<file path="config.mk">
export PLATFORM = sky130hd
export DESIGN_NAME = i2c_master_bit_engine_core
export DESIGN_NICKNAME = d
export VERILOG_FILES = /design/src/design/i2cmbe_pkg.sv /design/src/design/i2cmbe_front.sv /design/src/design/i2cmbe_fifo.sv /design/src/design/i2cmbe_back.sv /design/src/design/i2c_master_bit_engine_core.sv
export VERILOG_INCLUDE_DIRS = /design/src /design/src/design
export SDC_FILE = /design/constraint.sdc
export NUM_CORES = 1
export LEC_CHECK = 0
export BUFFER_PORTS_ARGS = -buffer_cell sky130_fd_sc_hd__buf_2
export CAP_MARGIN = 15
export CORE_UTILIZATION = 60
export DETAILED_ROUTE_END_ITERATION = 16
export PLACE_DENSITY_LB_ADDON = 0.25
export SYNTH_ARGS = -nofsm -noshare
export SYNTH_HDL_FRONTEND = slang
export SYNTH_SLANG_ARGS = --single-unit
</file>
<file path="constraint.sdc">
create_clock -name i_clk -period 13.83 [get_ports i_clk]
set_input_delay 1.383 -clock i_clk [delete_from_list [all_inputs] [get_ports i_clk]]
set_output_delay 1.383 -clock i_clk [all_outputs]
set_load 0.05 [all_outputs]
</file>
<file path="src/design/i2c_master_bit_engine_core_assert.svh">
// assertion macros used by the i2c master bit engine rtl
`ifndef I2C_MASTER_BIT_ENGINE_CORE_ASSERT_SVH
`define I2C_MASTER_BIT_ENGINE_CORE_ASSERT_SVH

// same-cycle implication checked at every rising clock edge outside reset
`define I2CMBE_ASSERT_COMB(lbl, clk, rst_n, ante, cons, msg) \
    lbl: assert property (@(posedge clk) disable iff (!rst_n) (ante) |-> (cons)) \
        else $error(msg);

// next-cycle implication checked at every rising clock edge outside reset
`define I2CMBE_ASSERT_NEXT(lbl, clk, rst_n, ante, cons, msg) \
    lbl: assert property (@(posedge clk) disable iff (!rst_n) (ante) |=> (cons)) \
        else $error(msg);

`endif

</file>
<file path="src/design/i2cmbe_pkg.sv">
// shared types, constants and waveform functions of the i2c master bit engine
package i2cmbe_pkg;

    // function codes on the input word
    localparam logic [2:0] FUNC_START = 3'd0;
    localparam logic [2:0] FUNC_STOP  = 3'd4;

    // default configuration and sizing
    localparam logic [15:0] PHASE_TICKS_RST = 16'd4;
    localparam int          QUEUE_DEPTH_DEF = 2;

    // line word: [3] scl drive, [2] scl value, [1] sda drive, [0] sda value
    localparam logic [3:0] BUS_RELEASED = 4'b0101;

    // phase numbers with special meaning
    localparam logic [4:0] WR_BIT_PHASES     = 5'd24;
    localparam logic [4:0] WR_ACK_PHASE      = 5'd25;
    localparam logic [4:0] RD_LAST_BIT_PHASE = 5'd16;
    localparam logic [4:0] RD_ACK_PHASE      = 5'd17;

    // command being run, idle or function code plus one
    typedef enum logic [2:0] {
        CMD_IDLE   = 3'd0,
        CMD_START  = 3'd1,
        CMD_RSTART = 3'd2,
        CMD_WRITE  = 3'd3,
        CMD_READ   = 3'd4,
        CMD_STOP   = 3'd5
    } t_cmd;

    // completion status
    typedef enum logic [1:0] {
        ST_OK       = 2'd0,
        ST_BUS_BUSY = 2'd1,
        ST_NO_ACK   = 2'd2
    } t_status;

    // front classification of one incoming word
    typedef enum logic [1:0] {
        KIND_TICK     = 2'd0,
        KIND_BUS_BUSY = 2'd1,
        KIND_CMD      = 2'd2
    } t_kind;

    // queued word after classification
    typedef struct packed {
        t_kind      kind;
        t_cmd       cmd;
        logic [7:0] tx_byte;
        logic       send_ack;
        logic       sda_level;
    } t_item;

    // one result word
    typedef struct packed {
        logic       scl_drive;
        logic       scl_value;
        logic       sda_drive;
        logic       sda_value;
        logic       busy_res;
        logic       done_res;
        t_status    status;
        logic [7:0] rx_byte;
    } t_result;

    // both lines driven
    function automatic logic [3:0] drive_both(input logic sclv, input logic sdav);
        return {1'b1, sclv, 1'b1, sdav};
    endfunction

    // number of phases of each command
    function automatic logic [4:0] phase_count(input t_cmd cmd);
        logic [4:0] cnt;
        case (cmd)
            CMD_START:  cnt = 5'd2;
            CMD_RSTART: cnt = 5'd4;
            CMD_WRITE:  cnt = 5'd26;
            CMD_READ:   cnt = 5'd19;
            default:    cnt = 5'd4;
        endcase
        return cnt;
    endfunction

    // line word for phase p of a command
    function automatic logic [3:0] phase_lines(input t_cmd cmd, input logic [4:0] p,
                                               input logic [3:0] cur, input logic [7:0] shift,
                                               input logic ack);
        logic       sdav;
        logic [9:0] prod;
        logic [2:0] q;
        logic [4:0] sub;
        logic [3:0] lines;
        sdav = cur[0];
        // p / 3 by reciprocal, exact below 24
        prod = 10'(p) * 10'd11;
        q    = prod[7:5];
        sub  = p - 5'({2'b00, q}) * 5'd3;
        case (cmd)
            CMD_START: begin
                lines = (p == 5'd0) ? drive_both(1'b1, 1'b1) : drive_both(1'b1, 1'b0);
            end
            CMD_RSTART: begin
                if (p == 5'd0)      lines = drive_both(1'b0, sdav);
                else if (p == 5'd1) lines = drive_both(1'b0, 1'b1);
                else if (p == 5'd2) lines = drive_both(1'b1, 1'b1);
                else                lines = drive_both(1'b1, 1'b0);
            end
            CMD_WRITE: begin
                if (p < WR_BIT_PHASES) begin
                    if (sub == 5'd0) lines = drive_both(1'b0, sdav);
                    else             lines = drive_both(sub == 5'd2, shift[~q]);
                end else if (p == WR_BIT_PHASES) begin
                    lines = drive_both(1'b0, sdav);
                end else begin
                    lines = {3'b110, sdav};
                end
            end
            CMD_READ: begin
                if (p == 5'd0)                    lines = {3'b100, sdav};
                else if (p <= RD_LAST_BIT_PHASE) lines = {1'b1, p[0], 1'b0, sdav};
                else if (p == RD_ACK_PHASE)      lines = {3'b101, ~ack};
                else                             lines = {3'b111, ~ack};
            end
            default: begin
                if (p == 5'd0)      lines = drive_both(1'b0, sdav);
                else if (p == 5'd1) lines = drive_both(1'b0, 1'b0);
                else if (p == 5'd2) lines = drive_both(1'b1, 1'b0);
                else                lines = drive_both(1'b1, 1'b1);
            end
        endcase
        return lines;
    endfunction

endpackage

</file>
<file path="src/design/i2cmbe_front.sv">
// front end: accepts input words and classifies them for the sequencer
module i2cmbe_front import i2cmbe_pkg::*; (
    input  logic       i_in_valid,
    output logic       o_in_ready,
    input  logic       i_cmd_valid,
    input  logic [2:0] i_func,
    input  logic [7:0] i_tx_byte,
    input  logic       i_send_ack,
    input  logic       i_scl_level,
    input  logic       i_sda_level,
    input  logic       i_full,
    output logic       o_push,
    output t_item      o_item
);

    logic w_func_ok;
    logic w_line_low;

    // accept whenever the queue has room
    assign o_in_ready = !i_full;
    assign o_push     = i_in_valid && !i_full;

    // classify the word: plain tick, start on a busy bus, or command offer
    assign w_func_ok  = i_func inside {[FUNC_START:FUNC_STOP]};
    assign w_line_low = !i_scl_level || !i_sda_level;

    always_comb begin
        o_item.cmd       = t_cmd'(3'(i_func + 3'd1));
        o_item.tx_byte   = i_tx_byte;
        o_item.send_ack  = i_send_ack;
        o_item.sda_level = i_sda_level;
        if (!i_cmd_valid || !w_func_ok) begin
            o_item.kind = KIND_TICK;
        end else if (i_func == FUNC_START && w_line_low) begin
            o_item.kind = KIND_BUS_BUSY;
        end else begin
            o_item.kind = KIND_CMD;
        end
    end

endmodule

</file>
<file path="src/design/i2cmbe_fifo.sv">
// short queue of classified words between front end and sequencer
module i2cmbe_fifo import i2cmbe_pkg::*; #(
    parameter int DEPTH = QUEUE_DEPTH_DEF
) (
    input  logic  i_clk,
    input  logic  i_rst_n,
    input  logic  i_push,
    input  t_item i_item,
    output logic  o_full,
    output logic  o_valid,
    output t_item o_item,
    input  logic  i_pop
);

    localparam int PTR_W = (DEPTH > 1) ? $clog2(DEPTH) : 1;
    localparam int CNT_W = $clog2(DEPTH + 1);

    t_item            r_mem [DEPTH];
    logic [PTR_W-1:0] r_wr_ptr;
    logic [PTR_W-1:0] r_rd_ptr;
    logic [CNT_W-1:0] r_count;

    function automatic logic [PTR_W-1:0] ptr_next(input logic [PTR_W-1:0] ptr);
        return (ptr == PTR_W'(DEPTH - 1)) ? '0 : ptr + 1'b1;
    endfunction

    // storage
    always_ff @(posedge i_clk) begin
        if (i_push) begin
            r_mem[r_wr_ptr] <= i_item;
        end
    end

    // pointers and fill count
    always_ff @(posedge i_clk) begin
        if (!i_rst_n) begin
            r_wr_ptr <= '0;
            r_rd_ptr <= '0;
            r_count  <= '0;
        end else begin
            if (i_push) begin
                r_wr_ptr <= ptr_next(r_wr_ptr);
            end
            if (i_pop) begin
                r_rd_ptr <= ptr_next(r_rd_ptr);
            end
            case ({i_push, i_pop})
                2'b10:   r_count <= r_count + 1'b1;
                2'b01:   r_count <= r_count - 1'b1;
                default: r_count <= r_count;
            endcase
        end
    end

    assign o_full  = (r_count == CNT_W'(DEPTH));
    assign o_valid = (r_count != '0);
    assign o_item  = r_mem[r_rd_ptr];

endmodule

</file>
<file path="src/design/i2cmbe_back.sv">
// back end: line phase sequencer with registered result word
`include "i2c_master_bit_engine_core_assert.svh"

module i2cmbe_back import i2cmbe_pkg::*; (
    input  logic        i_clk,
    input  logic        i_rst_n,
    input  logic        i_cfg_we,
    input  logic [15:0] i_cfg_wdata,
    input  logic        i_q_valid,
    input  t_item       i_q_item,
    output logic        o_q_pop,
    output logic        o_out_valid,
    input  logic        i_out_ready,
    output t_result     o_result
);

    t_cmd        r_cmd,   n_cmd;
    logic [4:0]  r_phase, n_phase;
    logic [15:0] r_tick,  n_tick;
    logic [7:0]  r_shift, n_shift;
    logic [3:0]  r_lines, n_lines;
    logic        r_ack,   n_ack;
    logic [7:0]  r_rx,    n_rx;
    logic [15:0] r_phase_ticks;
    logic        r_out_valid;
    t_result     r_out;

    logic        w_pop;
    logic        w_run;
    t_result     w_res;
    logic [15:0] w_ticks;
    t_cmd        w_cmd;
    logic [4:0]  w_phase;
    logic [15:0] w_tick;
    logic [7:0]  w_shift;
    logic        w_ack;
    logic [3:0]  w_lines;
    logic [16:0] w_tick_inc;
    logic        w_ack_new;
    logic [7:0]  w_shift_new;
    logic [4:0]  w_phase_new;

    // take a word when the output slot is free or being emptied
    assign w_pop       = i_q_valid && (!r_out_valid || i_out_ready);
    assign o_q_pop     = w_pop;
    assign o_out_valid = r_out_valid;
    assign o_result    = r_out;
    assign w_ticks     = (r_phase_ticks == '0) ? 16'd1 : r_phase_ticks;

    // sequencer state register and phase length register
    always_ff @(posedge i_clk) begin
        if (!i_rst_n) begin
            r_cmd         <= CMD_IDLE;
            r_phase       <= '0;
            r_tick        <= '0;
            r_shift       <= '0;
            r_lines       <= BUS_RELEASED;
            r_ack         <= 1'b0;
            r_rx          <= '0;
            r_phase_ticks <= PHASE_TICKS_RST;
        end else begin
            r_cmd   <= n_cmd;
            r_phase <= n_phase;
            r_tick  <= n_tick;
            r_shift <= n_shift;
            r_lines <= n_lines;
            r_ack   <= n_ack;
            r_rx    <= n_rx;
            if (i_cfg_we) begin
                r_phase_ticks <= i_cfg_wdata;
            end
        end
    end

    // next state and result word for one tick
    always_comb begin
        n_cmd   = r_cmd;
        n_phase = r_phase;
        n_tick  = r_tick;
        n_shift = r_shift;
        n_lines = r_lines;
        n_ack   = r_ack;
        n_rx    = r_rx;

        w_run   = 1'b0;
        w_cmd   = r_cmd;
        w_phase = r_phase;
        w_tick  = r_tick;
        w_shift = r_shift;
        w_ack   = r_ack;
        w_lines = r_lines;

        w_res.busy_res = 1'b0;
        w_res.done_res = 1'b0;
        w_res.status   = ST_OK;
        {w_res.scl_drive, w_res.scl_value, w_res.sda_drive, w_res.sda_value} = r_lines;

        w_tick_inc  = 17'({1'b0, w_tick}) + 17'd1;
        w_ack_new   = w_ack;
        w_shift_new = w_shift;
        w_phase_new = w_phase;

        if (w_pop) begin
            // idle: look at the offered command
            if (r_cmd == CMD_IDLE) begin
                case (i_q_item.kind)
                    KIND_BUS_BUSY: begin
                        n_lines        = BUS_RELEASED;
                        w_res.busy_res = 1'b1;
                        w_res.done_res = 1'b1;
                        w_res.status   = ST_BUS_BUSY;
                        {w_res.scl_drive, w_res.scl_value,
                         w_res.sda_drive, w_res.sda_value} = BUS_RELEASED;
                    end
                    KIND_CMD: begin
                        w_run   = 1'b1;
                        w_cmd   = i_q_item.cmd;
                        w_phase = '0;
                        w_tick  = '0;
                        w_shift = (w_cmd == CMD_WRITE) ? i_q_item.tx_byte : 8'd0;
                        w_ack   = (w_cmd == CMD_READ) ? i_q_item.send_ack : 1'b0;
                        w_lines = phase_lines(w_cmd, 5'd0, r_lines, w_shift, w_ack);
                    end
                    default: begin
                        w_run = 1'b0;
                    end
                endcase
            end else begin
                w_run = 1'b1;
            end

            // running: count ticks and advance phases
            if (w_run) begin
                w_res.busy_res = 1'b1;
                {w_res.scl_drive, w_res.scl_value, w_res.sda_drive, w_res.sda_value} = w_lines;
                w_tick_inc  = 17'({1'b0, w_tick}) + 17'd1;
                w_ack_new   = w_ack;
                w_shift_new = w_shift;
                w_phase_new = w_phase + 5'd1;
                if (w_tick_inc >= {1'b0, w_ticks}) begin
                    n_tick = '0;
                    // sample ack at end of write ack phase
                    if (w_cmd == CMD_WRITE && w_phase == WR_ACK_PHASE) begin
                        w_ack_new = i_q_item.sda_level;
                    end
                    // sample data at end of each high read clock phase
                    if (w_cmd == CMD_READ && w_phase >= 5'd1 &&
                        w_phase <= RD_LAST_BIT_PHASE && w_phase[0]) begin
                        w_shift_new = {w_shift[6:0], i_q_item.sda_level};
                    end
                    n_ack   = w_ack_new;
                    n_shift = w_shift_new;
                    if (w_phase_new >= phase_count(w_cmd)) begin
                        w_res.done_res = 1'b1;
                        if (w_cmd == CMD_WRITE && w_ack_new) begin
                            w_res.status = ST_NO_ACK;
                        end
                        if (w_cmd == CMD_READ) begin
                            n_rx = w_shift_new;
                        end
                        n_lines = (w_cmd == CMD_STOP) ? BUS_RELEASED : w_lines;
                        n_cmd   = CMD_IDLE;
                        n_phase = '0;
                    end else begin
                        n_lines = phase_lines(w_cmd, w_phase_new, w_lines, w_shift_new,
                                              w_ack_new);
                        n_phase = w_phase_new;
                        n_cmd   = w_cmd;
                    end
                end else begin
                    n_tick  = w_tick_inc[15:0];
                    n_cmd   = w_cmd;
                    n_phase = w_phase;
                    n_shift = w_shift;
                    n_ack   = w_ack;
                    n_lines = w_lines;
                end
            end
        end

        w_res.rx_byte = n_rx;
    end

    // output register
    always_ff @(posedge i_clk) begin
        if (!i_rst_n) begin
            r_out_valid <= 1'b0;
        end else if (w_pop) begin
            r_out_valid <= 1'b1;
        end else if (i_out_ready) begin
            r_out_valid <= 1'b0;
        end
    end

    always_ff @(posedge i_clk) begin
        if (w_pop) begin
            r_out <= w_res;
        end
    end

    // checks
    `I2CMBE_ASSERT_COMB(a_idle_counters_clear, i_clk, i_rst_n, (r_cmd == CMD_IDLE), (r_phase == 5'd0 && r_tick == 16'd0), "phase or tick counter not clear while idle")
    `I2CMBE_ASSERT_COMB(a_phase_in_range, i_clk, i_rst_n, (r_cmd != CMD_IDLE), (r_phase < phase_count(r_cmd)), "phase beyond the command's phase list")
    `I2CMBE_ASSERT_NEXT(a_done_goes_idle, i_clk, i_rst_n, (w_pop && w_res.done_res && r_cmd != CMD_IDLE), (r_cmd == CMD_IDLE), "sequencer did not return to idle after done")
    `I2CMBE_ASSERT_COMB(a_no_ack_from_write, i_clk, i_rst_n, (w_pop && w_res.status == ST_NO_ACK), (r_cmd == CMD_WRITE && w_res.done_res), "no-ack status outside a finishing write")

endmodule

</file>
<file path="src/design/i2c_master_bit_engine_core.sv">
// top level of the i2c master bit engine: front end, word queue and phase sequencer
//
//  port group      dir  handshake                   payload
//  input word      in   i_in_valid / o_in_ready     cmd_valid func tx_byte send_ack scl/sda level
//  result word     out  o_out_valid / i_out_ready   line drives/values busy done status rx_byte
//  config          in   i_cfg_we (no wait)          i_cfg_wdata = phase_ticks
//
//  one word is taken per cycle if the queue has room; each word yields exactly one result word
//  a word enters the queue, then one sequencer step moves its result into the output register
//  the sequencer pops one word per cycle while the output register is free or being emptied
//  a stalled output fills the queue of QUEUE_DEPTH words, then o_in_ready drops
//  synchronous active-low reset; lines come up released, phase_ticks comes up as 4
module i2c_master_bit_engine_core import i2cmbe_pkg::*; #(
    parameter int QUEUE_DEPTH = QUEUE_DEPTH_DEF
) (
    input  logic        i_clk,
    input  logic        i_rst_n,
    input  logic        i_cfg_we,
    input  logic [15:0] i_cfg_wdata,
    input  logic        i_in_valid,
    output logic        o_in_ready,
    input  logic        i_cmd_valid,
    input  logic [2:0]  i_func,
    input  logic [7:0]  i_tx_byte,
    input  logic        i_send_ack,
    input  logic        i_scl_level,
    input  logic        i_sda_level,
    output logic        o_out_valid,
    input  logic        i_out_ready,
    output logic        o_scl_drive,
    output logic        o_scl_value,
    output logic        o_sda_drive,
    output logic        o_sda_value,
    output logic        o_busy_res,
    output logic        o_done_res,
    output logic [1:0]  o_status,
    output logic [7:0]  o_rx_byte
);

    logic    w_full;
    logic    w_push;
    t_item   w_in_item;
    logic    w_q_valid;
    t_item   w_q_item;
    logic    w_q_pop;
    t_result w_result;

    // classify incoming words
    i2cmbe_front u_front (
        .i_in_valid  (i_in_valid),
        .o_in_ready  (o_in_ready),
        .i_cmd_valid (i_cmd_valid),
        .i_func      (i_func),
        .i_tx_byte   (i_tx_byte),
        .i_send_ack  (i_send_ack),
        .i_scl_level (i_scl_level),
        .i_sda_level (i_sda_level),
        .i_full      (w_full),
        .o_push      (w_push),
        .o_item      (w_in_item)
    );

    // word queue
    i2cmbe_fifo #(
        .DEPTH (QUEUE_DEPTH)
    ) u_fifo (
        .i_clk   (i_clk),
        .i_rst_n (i_rst_n),
        .i_push  (w_push),
        .i_item  (w_in_item),
        .o_full  (w_full),
        .o_valid (w_q_valid),
        .o_item  (w_q_item),
        .i_pop   (w_q_pop)
    );

    // phase sequencer
    i2cmbe_back u_back (
        .i_clk       (i_clk),
        .i_rst_n     (i_rst_n),
        .i_cfg_we    (i_cfg_we),
        .i_cfg_wdata (i_cfg_wdata),
        .i_q_valid   (w_q_valid),
        .i_q_item    (w_q_item),
        .o_q_pop     (w_q_pop),
        .o_out_valid (o_out_valid),
        .i_out_ready (i_out_ready),
        .o_result    (w_result)
    );

    // result word fields
    assign o_scl_drive = w_result.scl_drive;
    assign o_scl_value = w_result.scl_value;
    assign o_sda_drive = w_result.sda_drive;
    assign o_sda_value = w_result.sda_value;
    assign o_busy_res  = w_result.busy_res;
    assign o_done_res  = w_result.done_res;
    assign o_status    = w_result.status;
    assign o_rx_byte   = w_result.rx_byte;

endmodule

</file>
# Yosys cells after proc, flatten, opt, wreduce, memory -nomap -nowiden
# Memories as Yosys holds them, arrays and structs flattened. A register that Yosys moved wholly into a read port is not among the register bits.
# Cells that the tools add are included.
[totals]
regBits = 82
latch_bits = 0
ram_bits = 30
rom_bits = 0
in_bits = 36
out_inout_bits = 18
mem_count = 1
[classes]
add_sub_neg = 8
multipliers = 2
div_mod_pow = 0
magnitude_cmp = 9
eq_ne = 19
shift = 0
mux = 85
bitwise = 2
n_reduce_logical = 30
[mem_list]
columns = ["name", "depth", "word_bits", "rd", "rd_ports_with_merged_regs", "wr", "line", "rtl"]
rows = [
  ["u_fifo.r_mem", 2, 15, 1, 1, 1, "i2cmbe_fifo.sv:18", "t_item r_mem [DEPTH];"],
]
[ops]
columns = ["operator", "n"]
rows = [
  ["2-to-1 mux 8 bit", 16],
  ["2-to-1 mux 16 bit", 5],
  ["2-to-1 mux 4 bit", 15],
  ["2-to-1 mux 5 bit", 8],
  ["2-to-1 mux 3 bit", 10],
  ["2-to-1 mux 1 bit", 23],
  ["adder 16 x 1 -> 17 bit, second input constant", 1],
  ["greater-or-equal comparator 17 x 16 -> 1 bit", 1],
  ["logical NOT 16 bit", 1],
  ["case mux 4 bit (4 select lines)", 1],
  ["== test 5 bit, second input constant", 3],
  ["case mux 5 bit (3 select lines)", 1],
  ["== test 5 x 2 -> 1 bit, second input constant", 2],
  ["<= comparator 5 bit, second input constant", 2],
  ["logical NOT 5 bit", 2],
  ["nonzero test 2 bit", 5],
  ["== test 3 x 2 -> 1 bit, second input constant", 3],
  ["== test 3 bit, second input constant", 3],
  ["logical AND 1 bit", 9],
  ["multiplier 5 x 4 -> 8 bit, second input constant", 1],
  ["== test 2 bit, second input constant", 3],
  ["== test 3 x 1 -> 1 bit, second input constant", 2],
  ["logical NOT 1 bit", 6],
  ["logical NOT 3 bit", 2],
  ["24 further kinds", 30],
]

# Depth between registers and ports, before layout
# Gate-level depths: netlist (run 1).
[logic_depth]
depth_word = 20
depth_mapped = 32
depth_no_buf = 28

# Modules after synthesis
# From an unflattened synthesis (run 1), not the netlist that was laid out.
[unflattened]
hier_cells = 769
area_unflattened_um2 = 7011.7
[modules_own_cells]
columns = ["module", "n_inst", "cells_each", "area_each_um2", "seq_area_each_um2"]
rows = [
  ["i2cmbe_back", 1, 679, 5547.8, 1721.7],
  ["i2cmbe_fifo", 1, 69, 1298.7, 1001.0],
  ["i2cmbe_front", 1, 21, 165.2, 0.0],
]

# Worst setup path before layout (run 1)
# No wires, ideal clock.
[synth_timing]
path_type = "register to register"
startpoint = "register with a tool-made name"
endpoint = "register u_back.r_lines[0]"
t_arrival_ps = 6393
slack_ps = 7359
stages_incl_launch_ff = 31
n_path_buf = 4
cell_sequence = "dfxtp_1 > buf_6 > or3b_1 > buf_6 > a21o_1 > buf_6 > clkbuf_1 > nand2_1 > inv_1 > ha_1 > xnor2_1 > ha_1 > ha_1 > ha_1 > a31o_2 > a21oi_1 > nor2b_1 > nor2_1 > xnor2_1 > inv_1 > fa_1 > inv_1 > ha_1 > a21o_1 > a21oi_1 > xnor2_1 > xnor2_1 > o31a_1 > nand2_1 > or4_1 > a32oi_1"
[synth_lines]
columns = ["item", "line", "rtl"]
rows = [
  ["to (signal assigned)", "i2cmbe_back.sv:66", "r_lines <= n_lines;"],
  ["to (decl)", "i2cmbe_back.sv:21", "logic [3:0] r_lines, n_lines;"],
]

==> reports/metrics.cfg, run 1 <==
[run_status]
status = completed

[synth]
synth_top_cell_by_area = edfxtp_1
synth_ff_type = dfxtp_1
synthAdderAreaFrac_pct = 9.44
yosys_warnings = 0
yosys-top-cells-area = edfxtp_1 (20%), dfxtp_1 (20%), ha_1 (8.6%)
syn_area_um2 = 6860
synthCells = 734
synth-async-reset-ratio_pct = 0
synth_cell_types = 74
synth-compound-area-share_pct = 14.0
synth_top_area_share_pct = 20.1
synth_edf_count = 46
syn_nets = 820
synthXorXnorAreaFrac_pct = 3.83
synth.avg_cell_area_um2 = 9.35
synthSimpleGateAreaFrac_pct = 18.1
synth_top_family_by_area = simple AND/OR/NAND/NOR gates
synth.ff_latch_count = 113
ys_seq_area_share_pct = 39.7
synth_mux_area_share_pct = 9.68

[sta]
fin_crit_ns = 7.48
rsz0062_at_grt = no
post-route-period-util_pct = 54.1
hold_violations = 0
setup-tns-final_ns = 0
finClkSkew_ns = 0.00938
worst_slack_ns = 6.35
slew-limit-headroom_pct = 32.6
setup_viol = 0
whs_ns = 0.453
slew_violations = 0
worstMarginPinSlew_ns = 1.01
clock.fmax_ghz = 0.134

[clock_network]
cts.sinks = 113
clk_path_buf_depth = 2
cts-root-buf = clkbuf_16
clkLatencyLatePin_ns = 0.41
cts.reportedPaths.clkPinSlew_ns = 0.06
h-tree-depth = 4
cts_tree = built
hold_buffers = 0
numCtsBuffers = 17
cts_resized = 0
postCtsSetupRepairBufs = 0

[job]
cap_viol_max_count = 0

[setup_path]
worstSetupPathType = reg2reg
cp-start-kind = register
critPathSlowestCell = a21o_1
cp_data_arrival_time_ns = 7.82
path_common_cell = inv_1
critPathRequiredTime_ns = 14.16
critPathMaxFanout = 25
endpoint_kind = register
max_stage_delay_ns = 0.61

[detailed_routing]
ant_nets = 0
dr.pass1.iters = 8
post_drt_wl_per_cell_um = 17.5
routed_via_density = 6.10
via_count = 5695
drc = 0
drtIter0Drc = 401
totalWireLength_um = 16300

[place]
post-dp-hpwl_um = 11200
place_ws_ns = 6.36
dpl_cell_area_um2 = 7200
routabilityCongestion = 0.934
port_buffers = 53
dp_cells = 900

[power_and_ir_drop]
p_comb_share_pct = 28.5
p_per_area_nw_per_um2 = 157
power_switching_mw = 0.438
intPower_mw = 0.788
p_seq_share_pct = 34.9
p_clk_share_pct = 36.7
switching_share_pct = 35.7
p_leak_nw = 3.19
vdd_drop_max_uv = 125

[layout]
area_growth_pct = 13.8
finish.instance_area_um2 = 7810
num_antenna_cells = 0
finalNonFillerCells = 933
drive_above_1_share_pct = 16.9
num-nets-final = 866

[global_route]
grt_use_total_pct = 29.2
grt_max_degree = 56
grt_pass1_vias = 5525
grt_pass1_wl_um = 26500
grt_antenna_before_repair = 0
grt-ovfl-total = 0

[die]
start_util_pct = 62.5
die_y_um = 109
ios = 54
dieArea_um2 = 11900
core_um2 = 11000
rows = 38
fp.dieW_um = 109

[worst_hold_path]
min_from = u_back.r_shift[7]
min_path_type = reg2reg

[synthesized netlist by cell type (5+ instances only)]
cell and n:
nor3_1 14, inv_1 48, or3_1 6, and2_1 12, nand3_1 28, xor2_1 15, clkbuf_1 19, nor2_1 62
nand2_1 72, o211ai_1 6, and3_1 8, a31oi_1 6, mux2i_1 45, a21o_1 11, o21ai_0 20, dfxtp_1 67
xnor2_1 15, nand4_1 6, a21oi_1 50, nor2b_1 9, ha_1 47, mux2_2 19, edfxtp_1 46, buf_2 9
o21a_1 5
[sequential cells by signal, summed over array words and instances (netlist names), named ones only]
name                  cells
u_back.o_out_valid        1
u_back.r_tick            16
u_back.r_ack              1
u_back.r_cmd              3
u_back.r_phase_ticks     16
u_fifo.r_count            2
u_back.r_rx               8
u_back.r_lines            4
u_back.r_shift            8
u_back.o_result          16
u_fifo.r_wr_ptr           1
u_fifo.r_rd_ptr           1
u_back.r_phase            5
u_fifo.r_mem             30
[cells by family after synthesis]
| group | count (synthesis) |
|---|---|
| AO/OA/AOI/OAI | 143 |
| XOR/XNOR | 30 |
| adder cells (fa/ha/maj) | 50 |
| buffers and inverters | 85 |
| flip-flops | 113 |
| multiplexers | 64 |
| AND/OR/NAND/NOR | 249 |
[cell type report]
cell class | instances | area [um2]
sequential | 113 | 2720
multi-input combinational | 536 | 3790
inverter | 50 | 188
clock inverter | 15 | 179
tap | 140 | 175
clock buffer | 17 | 425
fill | 793 | 3170
timing repair buffer | 62 | 333
[power groups by stage]
stage / sequential [mW] / clock (mW) / combinational, mW
global route: 0.432 / 0.471 / 0.372
finish: 0.427 / 0.450 / 0.349
floorplan: 0.503 / 0 / 0.188
CTS: 0.428 / 0.454 / 0.345
detailed placement: 0.433 / 0 / 0.342
global placement: 0.431 / 0 / 0.332
[per-layer routing]
layer,global-route usage (%),share of wire (%),vias up
li1,-,-,2708
met1,36.6,43,2703
met2,48.0,48,244
met3,6.22,6.4,40
met4,13.5,2.3,0
met5,0,0,-
[worst max-delay path, delay by kind of cell (launching register included)]
| family | cells | cell delay, ns |
|---|---|---|
| AOI/OAI and AO/OA | 6 | 1.61 |
| xor gates and xnor gates | 4 | 0.75 |
| adders and majority gates | 5 | 1.97 |
| buffers and inverters | 6 | 0.89 |
| DFF | 1 | 0.30 |
| and+or+nand+nor | 8 | 1.86 |
[cells in the final DEF (no fill, tap or decap), types with 6 or more instances in the layout]
master / count
nor3_1: 14
clkbuf_16: 17
and2_1: 12
or3_1: 6
xor2_1: 15
mux2_2: 19
mux2i_1: 45
nor2b_1: 9
xnor2_1: 15
edfxtp_1: 46
inv_1: 48
o21ai_0: 20
nor2_1: 61
buf_2: 53
nand2_1: 72
buf_4: 9
o211ai_1: 6
a31oi_1: 6
nand3_1: 28
a21o_1: 11
and3_1: 8
dfxtp_1: 67
nand4_1: 6
a21oi_1: 50
ha_1: 47
[final timing paths]
path                       endpoint  slack, ns  cells past startpoint
hold reg to reg   u_back.r_shift[7]       0.45                      2
setup reg to reg  u_back.r_lines[0]       6.35                     29
hold / removal    u_back.r_shift[7]       0.45                      2
setup / recovery  u_back.r_lines[0]       6.35                     29
[metrics by stage]
stage	total power [mW]	utilization (%)
after floorplan	0.691	-
after global placement	0.763	65.5
after detailed placement	0.775	65.5
after CTS	1.23	71.0
after global routing	1.28	71.1
final	1.23	71.1
Note: power is estimated with default switching activity, not from simulation.
==> run 2: changes to the inputs <==
--- a/config.mk
+++ b/config.mk
@@ -6,6 +6,7 @@
 export SDC_FILE = /design/constraint.sdc
 export NUM_CORES = 1
 export LEC_CHECK = 0
+export ABC_AREA = 1
 export BUFFER_PORTS_ARGS = -buffer_cell sky130_fd_sc_hd__buf_2
 export CAP_MARGIN = 15
 export CORE_UTILIZATION = 60
==> constraint.sdc (replaced) <==
create_clock -name i_clk -period 7.65 [get_ports i_clk]
set_input_delay 0.765 -clock i_clk [delete_from_list [all_inputs] [get_ports i_clk]]
set_output_delay 0.765 -clock i_clk [all_outputs]
set_load 0.05 [all_outputs]
==> run 2 against run 1 <==
Compared with the run above: synthesized cell count rose by 18%; hold slack gained 0.0023 ns; non-clock buffer count decreased by 4; area after synthesis shrank 0.49%; core utilization decreased by 0.42 points; critical endpoint unchanged; highest routed layer unchanged.
==> reports/metrics.cfg, run 2 <==
[run_status]
status = completed  ; unchanged

[power_and_ir_drop]
p_clk_share_pct = 31.4  ; was 36.7%
p_per_area_nw_per_um2 = 312  ; was 157 nW/um2
vdd_drop_max_uv = 295  ; was 125 uV
switching_share_pct = 41.4  ; was 35.7%
intPower_mw = 1.42  ; was 0.788 mW
p_comb_share_pct = 35.9  ; was 28.5%
p_leak_nw = 3.52  ; was 3.19 nW
power_switching_mw = 1.00  ; was 0.438 mW
p_seq_share_pct = 32.7  ; was 34.9%

[synth]
syn_nets = 950  ; was 820
yosys_warnings = 0  ; unchanged
synth.avg_cell_area_um2 = 7.91  ; was 9.35 um2
synth-async-reset-ratio_pct = 0  ; unchanged
synth_edf_count = 46  ; unchanged
synth_top_family_by_area = simple AND/OR/NAND/NOR gates  ; unchanged
synth_ff_type = dfxtp_1  ; unchanged
synth-compound-area-share_pct = 14.9  ; was 14.0%
synthAdderAreaFrac_pct = 9.49  ; was 9.44%
synthXorXnorAreaFrac_pct = 2.56  ; was 3.83%
synth_commonest_cells = nand2_1 (180), inv_1 (120), a21oi_1 (94), dfxtp_1 (67), ha_1 (47)  ; was nand2_1 (72), dfxtp_1 (67), nor2_1 (62), a21oi_1 (50), inv_1 (48)
yosys-top-cells-area = edfxtp_1 (20%), dfxtp_1 (20%), nand2_1 (9.9%)  ; was edfxtp_1 (20%), dfxtp_1 (20%), ha_1 (8.6%)
synth.ff_latch_count = 113  ; unchanged
synth_top_area_share_pct = 20.2  ; was 20.1%
synthCells = 864  ; was 734
synth_top_cell_by_area = edfxtp_1  ; unchanged
syn_area_um2 = 6830  ; was 6860 um2
synthSimpleGateAreaFrac_pct = 23.2  ; was 18.1%
yosys.cell_count.top_type = nand2_1  ; unchanged
synth_mux_area_share_pct = 0.733  ; was 9.68%
synth_cell_types = 54  ; was 74
ys_seq_area_share_pct = 39.9  ; was 39.7%

[detailed_routing]
routed_via_density = 5.49  ; was 6.10
totalWireLength_um = 15500  ; was 16,300 um
drtIter0Drc = 512  ; was 401
via_count = 5874  ; was 5,695
dr.pass1.iters = 5  ; was 8
ant_nets = 0  ; unchanged
post_drt_wl_per_cell_um = 14.5  ; was 17.5 um
drc = 0  ; unchanged

[layout]
largest_reg_flops = 30  ; unchanged
layout_commonest_cell = nand2_1  ; unchanged
num-nets-final = 1003  ; was 866
area_growth_pct = 13.7  ; was 13.8%
num_antenna_cells = 0  ; unchanged
postLayoutCoreUtil_pct = 70.7  ; was 71.1%
layout_common_cells = nand2_1 (180), inv_1 (120), a21oi_1 (93)  ; was nand2_1 (72), dfxtp_1 (67), nor2_1 (61)
largest-register = u_fifo.r_mem  ; unchanged
drive_above_1_share_pct = 15.2  ; was 16.9%
finalNonFillerCells = 1070  ; was 933

[place]
dp_cells = 1038  ; was 900
port_buffers = 53  ; unchanged
post-dp-hpwl_um = 11100  ; was 11,200 um
routabilityCongestion = 0.992  ; was 0.934

[clock_network]
h-tree-depth = 4  ; unchanged
cts_resized = 0  ; unchanged
postCtsSetupRepairBufs = 0  ; unchanged
clk_path_buf_depth = 2  ; unchanged
cts-root-buf = clkbuf_16  ; unchanged
hold_buffers = 0  ; unchanged
numCtsBuffers = 17  ; unchanged
cts.sinks = 113  ; unchanged
clkLatencyLatePin_ns = 0.42  ; was 0.41 ns
cts_tree = built  ; unchanged
cts.reportedPaths.clkPinSlew_ns = 0.06  ; about the same

[setup_path]
cp-start-kind = register  ; unchanged
r2r_slack_ns = 1.12  ; was 6.35 ns
cp_data_arrival_time_ns = 6.85  ; was 7.82 ns
r2r_cells = 34  ; was 29
critPathMaxFanout = 19  ; was 25
path_common_cell = nand2_1  ; was inv_1
max_stage_delay_ns = 0.79  ; was 0.61 ns
crit_path_end = u_back.r_lines[0]  ; unchanged
worstSetupPathType = reg2reg  ; unchanged
critPathRequiredTime_ns = 7.97  ; was 14.16 ns
endpoint_kind = register  ; unchanged
r2r-end = u_back.r_lines[0]  ; unchanged
critPathSlowestCell = dfxtp_1  ; was a21o_1

[sta]
fin_crit_ns = 6.53  ; was 7.48 ns
slew_violations = 0  ; unchanged
worstMarginPinSlew_ns = 0.880  ; was 1.01 ns
setup-tns-final_ns = 0  ; unchanged
clock.fmax_ghz = 0.153  ; was 0.134 GHz
hold_violations = 0  ; unchanged
slew-limit-headroom_pct = 41.2  ; was 32.6%
rsz0062_at_grt = no  ; unchanged
post-route-period-util_pct = 85.3  ; was 54.1%
finClkSkew_ns = 0.00691  ; was 0.00938 ns
setup_viol = 0  ; unchanged

[die]
core_um2 = 11000  ; unchanged
start_util_pct = 62.2  ; was 62.5%
rows = 38  ; unchanged
dieArea_um2 = 11800  ; was 11,900 um2
die_y_um = 109  ; about the same
fp.dieW_um = 109  ; about the same
ios = 54  ; unchanged

[global_route]
grt_max_degree = 47  ; was 56
grt-ovfl-total = 0  ; unchanged
grt_pass1_vias = 5450  ; was 5,525
grt_pass1_wl_um = 25500  ; was 26,500 um
grt_antenna_before_repair = 0  ; unchanged
grt_use_total_pct = 28.3  ; was 29.2%

[worst_hold_path]
min_path_type = reg2reg  ; unchanged

[job]
cap_viol_max_count = 0  ; unchanged

==> run 2: cells by family (layout without fill, tap and decap cells) <==
logic type	Yosys count	count (layout)
simple gates	333	333
xor+xnor	20	20
buf+inv	157	223
mux	5	5
flops	113	113
fa+ha+maj	50	50
compound gates	186	186
==> run 2: worst min path at each step <==
stage	from	end	slack [ns]	depth (start not counted)
after CTS	u_fifo.r_rd_ptr	u_fifo.r_rd_ptr	0.45	1
after global placement	u_fifo.r_rd_ptr	u_fifo.r_rd_ptr	0.44	1
after detailed placement	u_fifo.r_rd_ptr	u_fifo.r_rd_ptr	0.45	1
after global routing	u_fifo.r_rd_ptr	u_fifo.r_rd_ptr	0.48	1
final	u_fifo.r_rd_ptr	u_fifo.r_rd_ptr	0.46	1
after floorplan	u_fifo.r_rd_ptr	register	0.43	1
==> run 2: per-layer routing <==
metal | track usage, % | vias up | share of wire, %
li1 | - | 2991 | -
met1 | 37.0 | 2675 | 46
met2 | 45.3 | 177 | 46
met3 | 6.46 | 31 | 5.8
met4 | 11.8 | 0 | 2.0
met5 | 0 | - | 0
==> run 2: stage by stage <==
| step | total power, mW | hold slack [ns] | setup slack [ns] | area (um2) |
|---|---|---|---|---|
| floorplan | 1.47 | 0.426 | 2.17 | 6830 |
| global placement | 1.64 | 0.436 | 1.36 | 7190 |
| detailed placement | 1.66 | 0.447 | 1.16 | 7190 |
| CTS | 2.43 | 0.454 | 1.15 | 7760 |
| global route | 2.56 | 0.475 | 0.519 | 7760 |
| finish | 2.43 | 0.456 | 1.12 | 7760 |
==> run 2: power by group through the flow <==
stage / logic, mW / clock network (mW) / registers [mW]
after detailed placement: 0.852 / 0 / 0.803
after global routing: 0.952 / 0.801 / 0.806
after floorplan: 0.537 / 0 / 0.931
final: 0.871 / 0.761 / 0.793
after CTS: 0.861 / 0.773 / 0.794
after global placement: 0.840 / 0 / 0.804
==> run 2: worst max-delay path: cells and delay by family (launching register included) <==
family	cells	cell delay [ns]
xor+xnor	3	0.73
flops	1	0.79
simple gates	16	1.58
fa+ha+maj	6	2.15
compound gates	2	0.34
buf+inv	7	0.82
==> run 2: final cells by class <==
| cell class | count | area [um2] |
|---|---|---|
| fill | 889 | 3220 |
| clock inverter | 15 | 153 |
| clock buffer | 17 | 425 |
| timing repair buffer | 58 | 303 |
| multi-input combinational | 594 | 3480 |
| sequential | 113 | 2720 |
| tap | 140 | 175 |
| inverter | 133 | 504 |
